===== src/rtl/tcy_pkg.sv =====
package tcy_pkg;

   localparam int STAGE_LIMIT = 24;
   localparam logic signed [31:0] CORDIC_GAIN_Q30 = 32'sd652032874;
   localparam logic signed [15:0] Q14_ONE = 16'sd16384;

   localparam int CSR_INDEX_W = 2;
   typedef enum logic [CSR_INDEX_W-1:0] {
      CSR_REF_FIELD_X = 2'd0,
      CSR_REF_FIELD_Y = 2'd1,
      CSR_REF_FIELD_Z = 2'd2,
      CSR_UNUSED      = 2'd3
   } csr_index_type;

   localparam logic signed [15:0] REF_FIELD_X_RESET = -16'sd6639;
   localparam logic signed [15:0] REF_FIELD_Y_RESET = 16'sd1186;
   localparam logic signed [15:0] REF_FIELD_Z_RESET = 16'sd214;

   // arctan(2^-i), 2^32 = full circle
   localparam logic [31:0] ATAN_TAB [STAGE_LIMIT] = '{
      32'd536870912, 32'd316933406, 32'd167458907, 32'd85004756,
      32'd42667331,  32'd21354465,  32'd10679838,  32'd5340245,
      32'd2670163,   32'd1335087,   32'd667544,    32'd333772,
      32'd166886,    32'd83443,     32'd41722,     32'd20861,
      32'd10430,     32'd5215,      32'd2608,      32'd1304,
      32'd652,       32'd326,       32'd163,       32'd81
   };

   typedef struct packed {
      logic signed [15:0] x;
      logic signed [15:0] y;
      logic signed [15:0] z;
   } ref_field_type;

endpackage


===== src/rtl/tcy_sincos.sv =====
module tcy_sincos #(
   parameter int STAGES = 16
) (
   input  logic               clock,
   input  logic               adv,
   input  logic signed [15:0] angle,
   output logic signed [15:0] sin_q14,
   output logic signed [15:0] cos_q14
);
   import tcy_pkg::*;

   localparam int W = 34;

   logic signed [W-1:0] x_ff [STAGES+1];
   logic signed [W-1:0] y_ff [STAGES+1];
   logic signed [W-1:0] z_ff [STAGES+1];
   logic                flip_ff [STAGES+1];
   logic signed [15:0]  sin_ff, cos_ff;
   logic signed [15:0]  sin_in, cos_in;

   // fold the angle into the right half plane; negate the result later
   always_ff @(posedge clock) begin
      if (adv) begin
         x_ff[0]    <= W'(CORDIC_GAIN_Q30);
         y_ff[0]    <= '0;
         z_ff[0]    <= W'($signed({angle[14], angle[14:0], 16'h0000}));
         flip_ff[0] <= angle[15] ^ angle[14];
      end
   end

   for (genvar i = 0; i < STAGES; i++) begin : g_rot
      always_ff @(posedge clock) begin
         if (adv) begin
            if (z_ff[i] >= 0) begin
               x_ff[i+1] <= x_ff[i] - (y_ff[i] >>> i);
               y_ff[i+1] <= y_ff[i] + (x_ff[i] >>> i);
               z_ff[i+1] <= z_ff[i] - $signed(W'(ATAN_TAB[i]));
            end else begin
               x_ff[i+1] <= x_ff[i] + (y_ff[i] >>> i);
               y_ff[i+1] <= y_ff[i] - (x_ff[i] >>> i);
               z_ff[i+1] <= z_ff[i] + $signed(W'(ATAN_TAB[i]));
            end
            flip_ff[i+1] <= flip_ff[i];
         end
      end
   end

   always_comb begin
      logic signed [W-1:0] xf, yf, xr, yr;
      xf = flip_ff[STAGES] ? -x_ff[STAGES] : x_ff[STAGES];
      yf = flip_ff[STAGES] ? -y_ff[STAGES] : y_ff[STAGES];
      xr = (xf + W'(32768)) >>> 16;
      yr = (yf + W'(32768)) >>> 16;
      priority if (xr > W'(Q14_ONE))  cos_in = Q14_ONE;
      else if (xr < -W'(Q14_ONE))     cos_in = -Q14_ONE;
      else                            cos_in = xr[15:0];
      priority if (yr > W'(Q14_ONE))  sin_in = Q14_ONE;
      else if (yr < -W'(Q14_ONE))     sin_in = -Q14_ONE;
      else                            sin_in = yr[15:0];
   end

   always_ff @(posedge clock) begin
      if (adv) begin
         sin_ff <= sin_in;
         cos_ff <= cos_in;
      end
   end

   assign sin_q14 = sin_ff;
   assign cos_q14 = cos_ff;

endmodule


===== config.mk =====
export PLATFORM = sky130hd
export DESIGN_NAME = tcy_sincos
export DESIGN_NICKNAME = d
export VERILOG_FILES = /design/src/rtl/tcy_pkg.sv /design/src/rtl/tcy_sincos.sv
export SDC_FILE = /design/constraint.sdc
export NUM_CORES = 2
export LEC_CHECK = 0
export BUFFER_PORTS_ARGS = -buffer_cell sky130_fd_sc_hd__clkbuf_2
export CAP_MARGIN = 10
export CORE_AREA = 2 2 361 632
export DETAILED_ROUTE_END_ITERATION = 8
export DIE_AREA = 0 0 363 634
export PLACE_DENSITY = 0.69
export SETUP_SLACK_MARGIN = 0.3
export SYNTH_ARGS = -nofsm -noshare
export SYNTH_HDL_FRONTEND = slang
export SYNTH_SLANG_ARGS = --single-unit

===== constraint.sdc =====
create_clock -name clock -period 7.45 [get_ports clock]
set_clock_uncertainty 0.1 [all_clocks]
set_input_delay 1.1175 -clock clock [delete_from_list [all_inputs] [get_ports clock]]
set_output_delay 1.1175 -clock clock [all_outputs]
set_load 0.03 [all_outputs]

== Word level (Yosys, flattened, before mapping) ==
Memories as Yosys holds them, arrays and structs flattened.
Index checks and enable logic that the tools add are counted.
Operators by class
  magnitude comparators: 20
  reductions and logical operators: 2
  muxes and demuxes: 150
  bitwise gates (word level): 49
  add/subtract/negate cells: 99
Operators by type and width (number)
  $mux W34: 50
  $ge A34 B1 Y1 const B: 16
  $add A34 B17 Y34 const B: 3
  $mux W1: 98
  $add A34 B19 Y34: 2
  $add A34 B20 Y34: 2
  $add A34 B21 Y34: 2
  $add A34 B22 Y34: 2
  $add A34 B23 Y34: 2
  $add A34 B24 Y34: 2
  $add A34 B25 Y34: 2
  $add A34 B26 Y34: 2
  $add A34 B27 Y34: 2
  $add A34 B28 Y34: 2
  $add A34 B29 Y34: 2
  $add A34 B30 Y34: 2
  $add A34 B31 Y34: 2
  $add A34 B32 Y34: 2
  $add A34 B33 Y34: 2
  $neg A34 Y34: 2
  $sub A34 B19 Y34: 2
  $sub A34 B20 Y34: 2
  $sub A34 B21 Y34: 2
  $sub A34 B22 Y34: 2
  other kinds (50): 113
Word-level totals
  memories kept: 4
  flip-flop bits (word level): 32
  bits of input ports: 18
  RAM bits: 1751
  logic and storage cells: 328
Memories
  x_ff: words 17, bits a word 34, rd ports 17, clocked after memory_dff 0, write ports 17, RTL line tcy_sincos.sv:14  | logic signed [W-1:0] x_ff [STAGES+1];
  y_ff: words 17, bits a word 34, rd ports 17, clocked after memory_dff 0, write ports 17, RTL line tcy_sincos.sv:15  | logic signed [W-1:0] y_ff [STAGES+1];
  z_ff: words 17, bits a word 34, rd ports 16, clocked after memory_dff 0, write ports 17, RTL line tcy_sincos.sv:16  | logic signed [W-1:0] z_ff [STAGES+1];
  flip_ff: words 17, bits a word 1, rd ports 17, clocked after memory_dff 0, write ports 17, RTL line tcy_sincos.sv:17  | logic flip_ff [STAGES+1];

== Logic depth before layout (Yosys ltp) ==
  depth after elaboration: 5
  gate-level depth with buffers: 23
  mapped depth without buffers: 23

== Least setup slack after synthesis ==
No wires, ideal clock.
  kind: input port to flip-flop
  start: in adv
  end: mem y_ff[7][30], data pin
  path slack: 1.294 ns
  buffers on the path: 4
  data required time: 7.091 ns
  setup time: 0.259 ns
  arrival time: 5.797 ns
  cell stages on the path: 19
  cell sequence: clkbuf_1 > clkbuf_1 > nand2_1 > clkbuf_1 > clkbuf_1 > mux2i_1 > fa_1 > a21o_1 > a21oi_1 > nand2b_1 > a211oi_1 > o21ai_1 > a21oi_1 > o211a_1 > a2111oi_0 > o21ai_0 > a311o_1 > a21oi_1 > xnor2_1
RTL lines
  start: declaration: RTL line tcy_sincos.sv:5  | input logic adv,
  end: declaration: RTL line tcy_sincos.sv:15

==> impl_metrics.py <==
metrics = {
    "synthesis": {
        "synth-async-reset-ratio_pct": 0,
        "ys_top_cells_by_count": "edfxtp_1 (1492), ha_1 (1378), xnor2_1 (1277), a21oi_1 (1216), nor2_1 (1039)",
        "syn_area_per_cell_um2": 9.68,
        "synth_largest_area_cell": "edfxtp_1",
        "syn_inst": 12700,
        "ys_seq_area_share_pct": 36.4,
        "synth_top_area_share_pct": 36.4,
        "synth-edff-count": 1492,
        "synth_warnings": 0,
        "synth_cell_types": 95,
        "yosys-top-cells-area": "edfxtp_1 (36%), ha_1 (14%), xnor2_1 (9.1%), a21oi_1 (4.9%), xor2_1 (4.2%)",
        "synth_nets": 14200,
        "syn_area_um2": 123000,
        "synth_seq_cells": 1492,
        "synth_most_common_cell": "edfxtp_1",
        "ys.flop_type": "edfxtp_1",
    },
    "worst_setup_path": {
        "crit_start": "x_ff[13][18]",
        "critPathKind": "register to register",
        "end_kind": "register",
        "slowest_delay_ns": 0.65,
        "crit_required_ns": 7.95,
        "cp_common_cell": "a21oi_1",
        "reg2reg_slack_ns": 1.15,
        "rr_startpoint": "x_ff[13][18]",
        "cp_slowest_cell": "a2111oi_0",
        "worstPathArrival_ns": 6.80,
        "r2r_cells": 19,
        "rr_endpoint": "y_ff[14][33]",
        "start_kind": "register",
        "path_cells": "or4_1 -> or3_1 -> or4_1 -> nor4_1 -> nor2_1 -> xnor2_1 -> ha_1 -> a21o_1 -> a21o_1 -> a21oi_1 -> o21bai_1 -> a2111oi_0 -> a21oi_1 -> o22ai_1 -> o21ai_0 -> a2111oi_0 -> o41ai_1 -> a21oi_1 -> xnor2_1",
        "cp_max_fo": 5,
    },
    "routing": {
        "ant_nets": 0,
        "via_per_inst": 6.18,
        "vias": 98000,
        "finalWirelength_um": 367000,
        "firstDrtPassIters": 6,
        "drc_errors": 0,
        "drtIter0Drc": 5170,
        "avgRoutedWirePerCell_um": 23.2,
    },
    "global_route": {
        "grt_max_degree": 142,
        "grt_use_total_pct": 31.3,
        "grt_pass1_vias": 99800,
        "antenna_found_initial": 5,
        "grt_overflow": 0,
        "grt_pass1_wl_um": 555000,
    },
    "timing": {
        "slew_viol_final": 0,
        "fin_ws_ns": 1.15,
        "setup_viol_count_final": 0,
        "max_freq_mhz": 159,
        "fin_crit_sh_pct": 84.5,
        "hold_viol": 0,
        "post-route-min-period_ns": 6.30,
        "tightest_slew_ns": 1.24,
        "rsz0062_at_grt": "false",
        "slew_headroom_pct": 17.1,
        "fin_tns_setup_ns": 0,
    },
    "die": {
        "initial_utilization_pct": 54.7,
        "fp.coreArea_um2": 225000,
        "ios": 50,
        "std_cell_rows": 231,
        "dieWidth_um": 363,
        "die_area_um2": 230000,
        "die_h_um": 634,
    },
    "flow_run": {
        "cap_violations": 0,
    },
    "cts": {
        "clock_latency_ns": 0.85,
        "holdBufCountCts": 0,
        "cts_resized": 0,
        "cts_tree": "built",
        "htreeDepth": 4,
        "cts_buffer_depth": 4,
        "cts_made_buffers": 161,
        "clk_pin_slew_ns": 0.07,
        "cts-root-buf": "clkbuf_16",
        "clock_sinks": 1492,
        "postCtsSetupBuffers": 0,
    },
    "worst_hold_path": {
        "min_to": "flip_ff[0][1]",
        "min_path_type": "register to register",
        "hold_path_startpoint": "flip_ff[0][0]",
        "hold_path_depth": 0,
    },
    "finish": {
        "syn_to_final_growth_pct": 7.30,
        "drive_above_1_share_pct": 4.13,
        "nets": 14300,
        "final_area_um2": 132000,
    },
    "status": {
        "status": "completed",
    },
    "placed_design": {
        "dpl_cell_area_um2": 127000,
        "portBuffers": 49,
        "pre_cts_ws_ns": 0.558,
        "place.gp.congestion": 0.999,
        "dp_hpwl_um": 298000,
    },
}
-- metrics by stage --
stage / cells / utilization (%) / hold slack [ns]
2_1_floorplan: 12700 / - / 0.300
3_3_place_gp: 15600 / 56.4 / 0.302
3_5_place_dp: 15600 / 56.4 / 0.305
4_1_cts: 15800 / 58.7 / 0.280
5_1_grt: 15800 / 58.7 / 0.310
6_report: 15800 / 58.7 / 0.319
-- area by class of cell --
| class | instances | area, um^2 |
|---|---|---|
| inverter | 531 | 1990 |
| fill | 19300 | 93000 |
| antenna | 1 | 2.50 |
| clock inverter | 90 | 1070 |
| tap | 2912 | 3640 |
| sequential | 1492 | 44800 |
| clock buffer | 184 | 4140 |
| timing repair buffer | 132 | 896 |
| multi-input combinational | 10500 | 75600 |
-- worst max-delay path, delay by kind of cell, from the launching register on --
family          cells  cell delay [ns]
compound gates     11             2.81
xor+xnor            2             0.24
fa+ha+maj           1             0.37
flops               1             0.51
simple gates        5             2.01
-- metal layers --
layer / vias up / part of all wire, % / global-route usage [%]
li1: 47300 / - / -
met1: 46700 / 30 / 25.5
met2: 2524 / 54 / 61.7
met3: 1495 / 3.2 / 3.64
met4: 6 / 12 / 31.7
met5: - / 0.011 / 0
-- sequential cells by signal (all words and copies together), names as in the netlist --
register and count:
cos_q14 16, flip_ff 17, sin_q14 16, x_ff 484, y_ff 511, z_ff 448
-- kinds of logic (layout without fill, tap and decap cells) --
kind of cell    Yosys count  after routing  synth area share (%)
mux                     115            115                 0.986
other cells               0              1                     0
compound gates         3697           3697                  19.0
buf+inv                 734            937                  2.25
xor+xnor               1874           1874                  13.3
flops                  1492           1492                  36.4
fa+ha+maj              1419           1419                  14.7
simple gates           3394           3394                  13.4
-- cells in the final DEF (no fill, tap or decap), drive strengths merged, types with 529 or more instances in the layout --
master	instances
a21o	566
a21oi	1218
edfxtp	1492
ha	1378
inv	529
nand2	703
nor2	1039
o21ai	713
xnor2	1277
xor2	597
-- worst max path at each step --
stage              endpoint  cells past startpoint
2_1_floorplan   y_ff[7][30]                     19
3_3_place_gp   x_ff[15][32]                     19
3_5_place_dp   x_ff[15][32]                     19
4_1_cts        y_ff[14][33]                     19
5_1_grt        y_ff[14][33]                     19
6_report       y_ff[14][33]                     19
Power is left out: the tool's default activity adds up to more than one toggle a clock period on the data nets, which glitch-free logic cannot reach.
